**src/rtl/fals_pkg.sv**
```systemverilog
package fals_pkg;

	localparam int Win    = 7;
	localparam int Lines  = 6;
	localparam int Radius = 3;
	localparam int Points = 16;
	localparam int PixW   = 8;

	// Configuration register indexes.
	localparam logic REG_THRESHOLD   = 1'b0;
	localparam logic REG_IMAGE_WIDTH = 1'b1;

	// Circle offsets relative to the centre, counterclockwise from straight below.
	localparam int CircleDx [Points] = '{0, 1, 2, 3, 3, 3, 2, 1, 0, -1, -2, -3, -3, -3, -2, -1};
	localparam int CircleDy [Points] = '{3, 3, 2, 1, 0, -1, -2, -3, -3, -3, -2, -1, 0, 1, 2, 3};

	typedef logic [PixW-1:0] pix_t;
	typedef logic [Lines*PixW-1:0] line_word_t;
	typedef logic [Win*PixW-1:0] column_t;
	typedef logic [Points-1:0] cls_mask_t;

	typedef struct packed {
		cls_mask_t bright;
		cls_mask_t dark;
	} cls_t;

endpackage

```
**src/rtl/fals_window.sv**
```systemverilog
module fals_window (
	input  logic                 clk,
	input  logic                 arst_n,
	input  logic                 en,
	input  logic                 shift,
	input  fals_pkg::column_t    column,
	input  logic [7:0]           threshold,
	output fals_pkg::cls_t       cls_s3
);

	fals_pkg::pix_t win_q [fals_pkg::Win][fals_pkg::Win];
	fals_pkg::cls_t cls_d;
	logic [8:0]     ctr;
	logic [8:0]     thr;

	always_ff @(posedge clk or negedge arst_n) begin
		if (!arst_n) begin
			for (int r = 0; r < fals_pkg::Win; r++) begin
				for (int c = 0; c < fals_pkg::Win; c++) begin
					win_q[r][c] <= '0;
				end
			end
		end else if (shift) begin
			for (int r = 0; r < fals_pkg::Win; r++) begin
				for (int c = 0; c < fals_pkg::Win - 1; c++) begin
					win_q[r][c] <= win_q[r][c+1];
				end
				win_q[r][fals_pkg::Win-1] <= column[r*fals_pkg::PixW +: fals_pkg::PixW];
			end
		end
	end

	assign ctr = {1'b0, win_q[fals_pkg::Radius][fals_pkg::Radius]};
	assign thr = {1'b0, threshold};

	// Brighter means p > c + t, darker means p + t < c; nine bits hold both sums.
	for (genvar i = 0; i < fals_pkg::Points; i++) begin : g_cls
		localparam int Row = fals_pkg::Radius + fals_pkg::CircleDy[i];
		localparam int Col = fals_pkg::Radius + fals_pkg::CircleDx[i];
		logic [8:0] p;
		assign p = {1'b0, win_q[Row][Col]};
		assign cls_d.bright[i] = p > (ctr + thr);
		assign cls_d.dark[i]   = (p + thr) < ctr;
	end

	always_ff @(posedge clk) begin
		if (en) begin
			cls_s3 <= cls_d;
		end
	end

endmodule

```
**config.mk**
```make
export PLATFORM = sky130hd
export DESIGN_NAME = fals_window
export DESIGN_NICKNAME = d
export VERILOG_FILES = /design/src/rtl/fals_pkg.sv /design/src/rtl/fals_window.sv
export SDC_FILE = /design/constraint.sdc
export NUM_CORES = 1
export LEC_CHECK = 0
export BUFFER_PORTS_ARGS = -buffer_cell sky130_fd_sc_hd__buf_2
export CAP_MARGIN = 20
export CELL_PAD_IN_SITES_DETAIL_PLACEMENT = 2
export CELL_PAD_IN_SITES_GLOBAL_PLACEMENT = 2
export CORE_ASPECT_RATIO = 0.6
export CORE_MARGIN = 10
export CORE_UTILIZATION = 46
export CTS_BUF_LIST = sky130_fd_sc_hd__clkbuf_16
export DETAILED_ROUTE_END_ITERATION = 10
export PLACE_DENSITY = 0.87
export SLEW_MARGIN = 20
export SYNTH_ARGS = -nofsm -noshare
export SYNTH_HDL_FRONTEND = slang
export SYNTH_SLANG_ARGS = --single-unit
```
**constraint.sdc**
```tcl
create_clock -name clk -period 5.7 [get_ports clk]
set_clock_uncertainty 0.05 [all_clocks]
set_input_delay 0 -clock clk [delete_from_list [all_inputs] [get_ports clk]]
set_output_delay 0 -clock clk [all_outputs]
set_load 0.005 [all_outputs]
```
Yosys cells after proc, flatten, opt, wreduce, memory -nomap -nowiden --
Cells that the tools add are included.
Operators by class: $mul 0, $add $sub $neg 17, div/mod/pow operators 0, equality and inequality tests 0, muxes and demuxes 0, shift-type cells 0, order comparisons 32, bitwise logic cells 0, reductions and logical operators 0
Operator list (number):
- $add A8 B8 Y9 | 17
- $gt A8 B9 Y1 | 16
- $lt A9 B8 Y1 | 16
Storage, ports and cells: logic and storage cells 94, memory bits (read-only) 0, bits in writable memories 0, output and inout port bits 32, bits in latches 0, register bits after elaboration 376, memories kept 0, input port bits 68

Logic depth before layout (Yosys ltp) --
word-level depth 2, gate-level depth with buffers 14, mapped depth without buffers 14

Least setup slack after synthesis --
Ideal clock, no wire load.
kind input to register, start point in threshold[1], end point reg cls_s3[19] in the netlist's numbering (data pin), required time 5389 ps, buffers on the path 0, stages on the path 12, arrival 3517 ps, setup slack 1872 ps, library setup time 261 ps, cells stage by stage inv_1 fa_1 and2b_1 o21ai_0 nand2b_1 xnor2_1 ha_1 a21o_1 a2111oi_0 o21ai_0 o221ai_1 a21oi_1
RTL lines:
- start: declaration | RTL line fals_window.sv:7 | input logic [7:0] threshold,
- end signal: assignment | RTL line fals_window.sv:48 | cls_s3 <= cls_d;
- end: declaration | RTL line fals_window.sv:8 | output fals_pkg::cls_t cls_s3

==> flow_summary_export.csv <==
group,metric,value,unit
floorplan,fp.dieW,312.5,um
worst_setup_path,critical_path_required,6040,ps
timing,rsz0062_at_grt,"no",
clock_network,clkSinkCount,376,
routing,first_iter_violations,2044,
yosys,synth_area,0.02361,sq mm
clock_network,cts_root_buf,"clkbuf_16",
yosys,synth_top_cell_by_area,"dfrtp_1",
floorplan,chipHeight,195.5,um
timing,period_needed,4785,ps
placement,placed_cells,2833,
yosys,yosysWarnings,0,
final_layout,nets,2686,
hold_path,hold_path.class,"input port to flop",
clock_network,cts_tree,"built",
routing,drt_pass1_iterations,5,
power,pwr-share-seq,30.8,%
yosys,synth.ff_latch_count,376,
yosys,synth.most_common_cell,"ha_1",
routing,viasPerCell,6.582,
yosys,synth-edff-count,32,
global_route,grt_pass1_vias,22484,
clock_network,cts_inserted_buffers,40,
final_layout,area_growth_syn_to_layout,14.53,%
clock_network,h-tree-depth,2,
floorplan,std_cell_rows,64,
timing,worst_pin_slew,1235,ps
power,p_sw,0.005628,W
yosys,synth_cells,2055,
worst_setup_path,crit_fanout,9,
power,switching_share,42.96,%
global_route,grt.overflow.total,0,
power,p_clk_share,21.2,%
routing,drc,0,
floorplan,ios,100,
power,power_leakage,12.32,nW
worst_setup_path,critPathArrivalTime,5130,ps
power,combPwrFrac,48.0,%
floorplan,coreArea,0.05085,sq mm
final_layout,design_area,0.02704,sq mm
timing,finalSetupTns,0,ps
routing,wl_per_cell,34.31,um
yosys,yosysTopAreaCellShare,36.47,%
routing,drtAntennaViolNets,0,
yosys,ys_top_cells_by_count,"ha_1, dfrtp_1, mux2_2, o21ai_0, nand2_1",
final_layout,drive_above_1_share,23.14,%
yosys,synthesis.nets,2500,
global_route,grt_start_max_net_pins,173,
timing,setup_violations,0,
yosys,synth-main-ff-cell,"dfrtp_1",
routing,wirelength,101.7,mm
timing,finalCritPeriodShare,83.95,%
worst_setup_path,crit_type,"flop to flop",
floorplan,initial_core_util,46.42,%
timing,timing.hold.ws,-43.72,ps
placement,hpwl,60.10,mm
yosys,syn_area_per_cell,11.49,sq um
power,p_per_area,484.6,mW/mm^2
yosys,synth.distinct_cells,51,
power,p_int,0.007473,W
timing,slew_viol_final,0,
global_route,groute.usage.overall,32.41,%
timing,hold_viol_final,4,
worst_setup_path,critPathCaptureType,"flop",
worst_setup_path,critPathLaunchType,"flop",
power,peakVddDrop,0.2711,mV
clock_network,clockBufferDepth,3,
clock_network,clock_latency,590,ps
clock_network,path_clk_slew,70,ps
placement,portBuffers,99,
final_layout,fin_util,53.17,%
global_route,grt_pass1_wl,150.9,mm
routing,vias,19516,
final_layout,instances_no_fill,2965,
placement,place_area,0.02511,sq mm
yosys,ys_async_sr_fraction,91.49,%
global_route,antenna_found_initial,4,
clock_network,cts.repair.resized,0,
flow_run,cap_violations,0,
timing,maxSlewHeadroom,17.68,%
floorplan,dieArea,0.06107,sq mm
placement,gp_congestion,0.8747,
yosys,seq_area_frac_synth,40.54,%
outcome,violations,"hold timing",
timing,max_freq,209.0,MHz
yosys,yosys-top-cells-area,"dfrtp_1, ha_1, mux2_2",
worst_setup_path,rrSetupSlack,910,ps
outcome,outcome,"finished with violations",
==> timing repair <==
action,CTS,global route
endpoints found under the setup margin,0,0
hold buffers,57,0
setup buffers,0,0
hold endpoints to repair,152,0
==> state kept, by name, summed over array words and instances, names as in the netlist <==
signal   flops
win_q      208
cls_s3      32
g_cls.p    128
ctr          8
==> worst max-delay path: stages (launching register included) <==
cell	delay (ps)
dfrtp_1	410
ha_1	310
a21o_1	200
a21oi_1	390
o21bai_1	250
a21o_1	250
a21oi_1	290
xor2_2	670
buf_4	340
ha_1	290
nand4_1	160
nor2_1	80
nand2_1	110
o211ai_1	140
maj3_1	420
a21oi_1	220
==> power groups by stage <==
stage,combinational (W),clock [W],sequential (W)
after global placement,0.00475,0,0.00393
after CTS,0.00581,0.00276,0.00398
after detailed placement,0.00544,0,0.00400
after floorplan,0.00360,0,0.00369
after global routing,0.00672,0.00291,0.00407
final,0.00629,0.00277,0.00404
==> stage by stage <==
stage / worst slack (ps) / total power, W
6_report: 914.8 / 0.01310
5_1_grt: 876.1 / 0.01370
4_1_cts: 1284 / 0.01254
3_5_place_dp: 1456 / 0.009444
3_3_place_gp: 1717 / 0.008685
2_1_floorplan: 1872 / 0.007289
==> metal layers <==
metal / GRT usage (%) / routed length (um)
met4: 20.97 / 7435
met2: 52.95 / 47010
met5: 0 / 27
met1: 38.17 / 38970
met3: 7.425 / 8284
==> cell type report <==
cell class / count / area [sq um]
antenna: 3 / 7.507
tap: 693 / 867.1
clock buffer: 41 / 1026
timing repair buffer: 192 / 1421
inverter: 82 / 307.8
clock inverter: 29 / 265.3
sequential: 376 / 9569
fill: 4880 / 23810
multi-input combinational: 1549 / 13570
==> layout by cell type (no fill, tap or decap), types with 17 or more instances in the layout <==
cell type | synthesis | routed
a211oi_1 | 25 | 25
a21o_1 | 57 | 57
a21oi_1 | 86 | 86
buf_2 | 0 | 97
buf_4 | 0 | 32
clkbuf_16 | 0 | 41
dfrtp_1 | 344 | 344
dlygate4sd3_1 | 0 | 57
edfxtp_1 | 32 | 32
fa_1 | 17 | 17
ha_1 | 360 | 360
inv_1 | 82 | 83
mux2_2 | 300 | 300
nand2_1 | 108 | 108
nand2b_1 | 48 | 48
nand3_1 | 19 | 19
nor2_1 | 76 | 76
nor2b_1 | 21 | 21
nor3_1 | 29 | 29
o21ai_0 | 152 | 152
xnor2_1 | 87 | 85
==> worst paths after layout <==
kind,end,start,depth (start not counted)
min in group asynchronous,win_q[240],arst_n,2
min,g_cls[3].p[7],shift,2
max,cls_s3[30],ctr[1],15
min reg2reg,win_q[235],win_q[235],1
max reg2reg,cls_s3[30],ctr[1],15
max in group asynchronous,win_q[351],arst_n,4
==> cells by family after synthesis <==
group | after synthesis | share of synthesized area [%]
muxes | 300 | 14.31
and+or+nand+nor | 334 | 6.700
AOI/OAI and AO/OA | 425 | 11.48
xor gates and xnor gates | 101 | 3.747
DFF | 376 | 40.54
adders and majority gates | 389 | 21.04
buffers and inverters | 130 | 2.179
Power figures use the tool's default switching activity.
