**src/rtl/fals_pkg.sv**
```systemverilog
package fals_pkg;

	localparam int Win    = 7;
	localparam int Lines  = 6;
	localparam int Radius = 3;
	localparam int Points = 16;
	localparam int PixW   = 8;

	// Configuration register indexes.
	localparam logic REG_THRESHOLD   = 1'b0;
	localparam logic REG_IMAGE_WIDTH = 1'b1;

	// Circle offsets relative to the centre, counterclockwise from straight below.
	localparam int CircleDx [Points] = '{0, 1, 2, 3, 3, 3, 2, 1, 0, -1, -2, -3, -3, -3, -2, -1};
	localparam int CircleDy [Points] = '{3, 3, 2, 1, 0, -1, -2, -3, -3, -3, -2, -1, 0, 1, 2, 3};

	typedef logic [PixW-1:0] pix_t;
	typedef logic [Lines*PixW-1:0] line_word_t;
	typedef logic [Win*PixW-1:0] column_t;
	typedef logic [Points-1:0] cls_mask_t;

	typedef struct packed {
		cls_mask_t bright;
		cls_mask_t dark;
	} cls_t;

endpackage

```
**src/rtl/fals_arc.sv**
```systemverilog
module fals_arc (
	input  logic           clk,
	input  logic           en,
	input  fals_pkg::cls_t cls,
	output logic [4:0]     score_q
);

	localparam int P = fals_pkg::Points;

	fals_pkg::cls_mask_t same;
	logic [P-1:1]        has_run;
	logic [3:0]          max_run;
	logic [4:0]          score_d;

	// same[i]: pixel i and its counterclockwise neighbor share a non-neutral class.
	for (genvar i = 0; i < P; i++) begin : g_same
		assign same[i] = (cls.bright[i] & cls.bright[(i+1)%P]) |
			(cls.dark[i] & cls.dark[(i+1)%P]);
	end

	// has_run[L]: somewhere on the circle L consecutive links are set.
	for (genvar l = 1; l < P; l++) begin : g_len
		logic [P-1:0] at;
		for (genvar s = 0; s < P; s++) begin : g_start
			logic [l-1:0] seg;
			for (genvar k = 0; k < l; k++) begin : g_bit
				assign seg[k] = same[(s+k)%P];
			end
			assign at[s] = &seg;
		end
		assign has_run[l] = |at;
	end

	always_comb begin
		max_run = '0;
		for (int l = 1; l < P; l++) begin
			if (has_run[l]) begin
				max_run = 4'(l);
			end
		end
		if (!(|(cls.bright | cls.dark))) begin
			score_d = '0;
		end else if (&same) begin
			score_d = 5'(P);
		end else begin
			score_d = {1'b0, max_run} + 5'd1;
		end
	end

	always_ff @(posedge clk) begin
		if (en) begin
			score_q <= score_d;
		end
	end

endmodule

```
**config.mk**
```make
export PLATFORM = sky130hd
export DESIGN_NAME = fals_arc
export DESIGN_NICKNAME = d
export VERILOG_FILES = /design/src/rtl/fals_pkg.sv /design/src/rtl/fals_arc.sv
export SDC_FILE = /design/constraint.sdc
export NUM_CORES = 1
export LEC_CHECK = 0
export ABC_AREA = 1
export BUFFER_PORTS_ARGS = -buffer_cell sky130_fd_sc_hd__buf_2
export CORE_UTILIZATION = 54
export DETAILED_ROUTE_END_ITERATION = 16
export GPL_TIMING_DRIVEN = 0
export PLACE_DENSITY_LB_ADDON = 0.05
export SYNTH_ARGS = -nofsm -noshare
export SYNTH_HDL_FRONTEND = slang
export SYNTH_SLANG_ARGS = --single-unit
```
**constraint.sdc**
```tcl
create_clock -name clk -period 3 [get_ports clk]
set_clock_uncertainty 0.15 [all_clocks]
set_input_delay 0.6 -clock clk [delete_from_list [all_inputs] [get_ports clk]]
set_output_delay 0.6 -clock clk [all_outputs]
set_load 0.01 [all_outputs]
```
==> metrics.txt, run 1 <==
# rows 24; Hold Buf Count CTS 0; Die Ht 71.5 µm; initial core utilization 0.578; asr flop ratio synth 0; Die Wd 71.5 µm; GRT worst endpoint score_q[2]$_SDFFCE_PP0P_/D; Synth Area in Adders 0.00480; port bufs 38; grt ovf 344; Mapped Area roughly 2600 µm²; top cell type by total area after synthesis nand2_1; Synth Flop Type edfxtp_1; Yosys top cell area share 0.209; Synth Area in XOR/XNOR 0; H-tree depth 1; worst_ep kind register data pin; syn_nets 510; mux cell area share after synthesis 0; CTS root buf clkbuf_8; sequential share of the synthesized area 0.0576; Fail Step global routing; largest net degree at the start of global routing 11; Mapped Cells 475; #FFs+latches synth 5; run status did not finish; EDFF count, synth 5; stop err [ERROR GRT-0232] Routing congestion too high. Check the congestion heatmap in the GUI.; Mean Syn Cell Area 5.48 µm²; dpl hpwl around 8000 µm; count of unique library cells instantiated by Yosys 44; Synth Area in Compound Gates 0.178; simple-gate share of the synthesized area 0.655; Ports 39; Max Root-Sink Buffers 2; CTS sink cnt 5; dominant cells by area after synthesis nand2_1 21%, nor2_1 9.5%, nand2_4 7.8%; Tot GR Track Use 0.983; Post-DP Area 2860 µm²; CTS Buf Count 3; Syn. warnings 0; main combinational cell family by area after synthesis simple AND/OR/NAND/NOR gates; RePlAce Congestion between 1 and 1.5
-- stage by stage --
stage               std cells  worst slack [ns]  TNS (ns)
CTS                       582           0.00626         0
floorplan                 475             0.268         0
detailed placement        565            -0.354     -1.07
global placement          565            -0.270    -0.804
-- routing by layer --
| metal | GRT overflow | global-route usage |
|---|---|---|
| met5 | 2 | 0.535 |
| met4 | 104 | 1.13 |
| met3 | 14 | 0.800 |
| met2 | 204 | 1.20 |
| met1 | 20 | 0.895 |
-- cell usage after synthesis, types with 2 or more instances --
library cell,n
edfxtp_1,5
o221ai_1,3
a31oi_1,2
nand2_4,18
buf_4,3
o2111ai_1,6
inv_2,19
nand2_1,145
nand3_1,24
buf_2,2
nand4_1,10
o21ai_1,10
o22ai_1,12
nor2_2,13
o21ai_0,22
buf_6,3
nand2_2,17
inv_1,34
nor4_1,12
nor2_4,8
nand3_2,3
nor3_1,7
nor2_1,66
a21oi_1,11
-- repair_timing --
action,in CTS
pin swaps,8
endpoints found under the setup margin,3
resized for setup,9
hold endpoints to repair,0
buffers inserted,13
-- kinds of logic after synthesis --
family	Yosys count
simple gates	331
compound gates	76
flops	5
buf+inv	62
fa+ha+maj	1
==> run 2: changes to the inputs <==
--- a/config.mk
+++ b/config.mk
@@ -7,10 +7,10 @@
 export LEC_CHECK = 0
 export ABC_AREA = 1
 export BUFFER_PORTS_ARGS = -buffer_cell sky130_fd_sc_hd__buf_2
-export CORE_UTILIZATION = 54
+export CORE_UTILIZATION = 39
 export DETAILED_ROUTE_END_ITERATION = 16
 export GPL_TIMING_DRIVEN = 0
-export PLACE_DENSITY_LB_ADDON = 0.05
+export PLACE_DENSITY_LB_ADDON = 0.15
 export SYNTH_ARGS = -nofsm -noshare
 export SYNTH_HDL_FRONTEND = slang
 export SYNTH_SLANG_ARGS = --single-unit
==> run 2 against run 1 <==
  * The flow now finishes, with violations (negative setup slack)
  * Area after synthesis unchanged
  * Synthesized cell count unchanged
==> metrics.txt, run 2 <==
run status finished, violations left (was did not finish); failing checks negative setup slack; grt ovf 0; Layout area overhead 77.3%; Design Area, Final ~4600 µm²; Leak around 2.2 nW; final wirelength around 15,000 µm; Syn. warnings 0 (unchanged); Mapped Area 2600 µm² (unchanged); Synth Flop Type edfxtp_1 (unchanged); Mean Syn Cell Area 5.48 µm² (unchanged); largest net degree at the start of global routing 11; CTS sink cnt 5 (unchanged); vias 4,463; Die Ht 83.7 µm (was 71.5 µm); RSZ-0062 raised after global routing yes; vias in the first global route 3,360; count of unique library cells instantiated by Yosys 44 (unchanged); dpl hpwl 9330 µm (was 8010 µm); Max Root-Sink Buffers 2 (unchanged); Mapped Cells 475 (unchanged); DRT met1 WL roughly 5000 µm; met2 wire length 6730 µm; RePlAce Congestion 1.02 (was 1.27); nets 631; commonest non-fill, non-tap cell in the layout nand2_1; core area about 6400 µm²; Critical Path RT 2.82 ns; Crit Path Class in2reg; Diodes inserted 0; dpl cells 590 (was 565); fin. max-slew vios 0; final routed DRC violation total 0; fin cells 672; Hold Path Class in2reg; initial core utilization 0.408 (was 0.578); max_cap viols 0; CTS Buf Count 3 (unchanged); Pre-antenna DRT Iters 8; Final Cycle Share 1.02; top flop regs score_q: 5 flops; CTS root buf clkbuf_8 (unchanged); port bufs 38 (unchanged); max reg flops 5; worst vdd ir 512 µV; Final ANT Viol Nets 0; EDFF count, synth 5 (unchanged); most frequent cells in the layout 95 x nand2_1, 81 x buf_4, 52 x nor2_1; layout cells sized above 1 0.516; initial antenna violation count 0; DRT iter0 DRCs 840; H-tree depth 1 (unchanged); PD cells between 200 and 250 nW/µm²; final worst slack -0.0749 ns; max incr delay on CP ~0.19 ns; CTS tree yes; max_slew headroom 0.561; DR top layer met4; Top Family by Delay on Critical Path simple AND/OR/NAND/NOR gates; Final Hold Fails 0; syn_nets 510 (unchanged); worst-margin pin slew around 0.65 ns; # rows 29 (was 24); post-place setup slack -0.426 ns (was -0.354 ns); met3 WL roughly 2100 µm; top cell type by total area after synthesis nand2_1 (unchanged); # setup viols final 3; Ports 39 (unchanged); crit-path max FO 7; most numerous cell in the Yosys netlist nand2_1 (unchanged); Hold Path Sink score_q[3]$_SDFFCE_PP0P_; buffer and inverter count on the worst path 3; first-pass GRT wire length 19,000 µm; TNS Setup -0.149 ns; Post-DP Area 2890 µm² (was 2860 µm²); dominant cells by area after synthesis nand2_1 21%, nor2_1 9.5%, nand2_4 7.8% (unchanged); Most flops, register score_q; Min-Delay Path Depth 1; Commonest cells post-synth 145 x nand2_1, 66 x nor2_1, 34 x inv_1 (unchanged); die area 7010 µm²; Highest Clock Rate 0.325 GHz; Final Total Pwr 0.00101 W; Die Wd 83.7 µm (was 71.5 µm); #FFs+latches synth 5 (unchanged); Min Clock Period, post-route 3.07 ns; Worst-path clk slew 0.04 ns; asr flop ratio synth 0 (unchanged); crit path max-delay cell type ha_4; Hold Path Origin en; Yosys top cell area share 0.209 (unchanged); Vias/cell 6.64; Tot GR Track Use 0.351; average wire per standard cell 23.0 µm; Critical Path AT 2.89 ns; CP startpoint kind primary input; critical path's most frequent cell nand2_1; sequential share of the synthesized area 0.0576 (unchanged); crit end category flip-flop
==> run 2: cell counts after synthesis <==
Identical to the previous run, type by type.
==> run 2: repair_timing <==
item | 4_1_cts | 5_1_grt
endpoints found under the setup margin | 3 | 4
hold buffers | 0 | 0
pin swaps | 6 | 97
cloned | 0 | 5
setup buffers | 4 | 69
gates resized for setup | 30 | 242
==> run 2: layout make-up <==
type	count	area [µm²]
Buffer	8	126
Clock buffer	3	41.3
Clock inverter	1	5.00
Fill cell	461	1770
Inverter	54	226
Multi-Input combinational cell	411	3040
Sequential cell	5	150
Tap cell	77	96.3
Timing Repair Buffer	113	937
==> run 2: how the worst max path moves through the flow <==
stage / startpoint / slack [ns] / cells past startpoint / to
floorplan: cls[10] / 0.27 / 23 / score_q[2]$_SDFFCE_PP0P_
global placement: cls[14] / -0.45 / 18 / score_q[2]$_SDFFCE_PP0P_
detailed placement: cls[2] / -0.43 / 17 / score_q[2]$_SDFFCE_PP0P_
CTS: cls[1] / 0.005 / 24 / score_q[2]$_SDFFCE_PP0P_
global route: cls[25] / -0.16 / 25 / score_q[2]$_SDFFCE_PP0P_
finish: cls[25] / -0.07 / 25 / score_q[2]$_SDFFCE_PP0P_
==> run 2: stage by stage <==
stage	hold slack (ns)	utilization
after floorplan	0.562	-
after global placement	0.725	0.453
after detailed placement	0.730	0.453
after CTS	0.506	0.484
after global routing	0.511	0.723
final	0.509	0.723
==> run 2: kinds of logic (layout without fill, tap and decap cells) <==
family,Yosys count,after routing,share of synthesized area
adder cells (fa/ha/maj),1,1,0.00480
buffers and inverters,62,179,0.104
AO/OA/AOI/OAI,76,76,0.178
AND/OR/NAND/NOR,331,334,0.655
flip-flops,5,5,0.0576
==> run 2: report_power, final <==
| group | switching [W] | leakage (nW) | internal [W] |
|---|---|---|---|
| registers | 0.00000337 | 0.0484 | 0.000100 |
| clock network | 0.0000327 | 0.0255 | 0.0000891 |
| logic | 0.000470 | 2.11 | 0.000312 |
| total | 0.000506 | 2.18 | 0.000502 |
==> run 2: metal layers <==
metal | vias up | global-route usage
li1 | 1852 | -
met4 | 0 | 0.173
met5 | - | 0
met3 | 190 | 0.0633
met1 | 1924 | 0.457
met2 | 497 | 0.555
(Power assumes the default switching activity.)
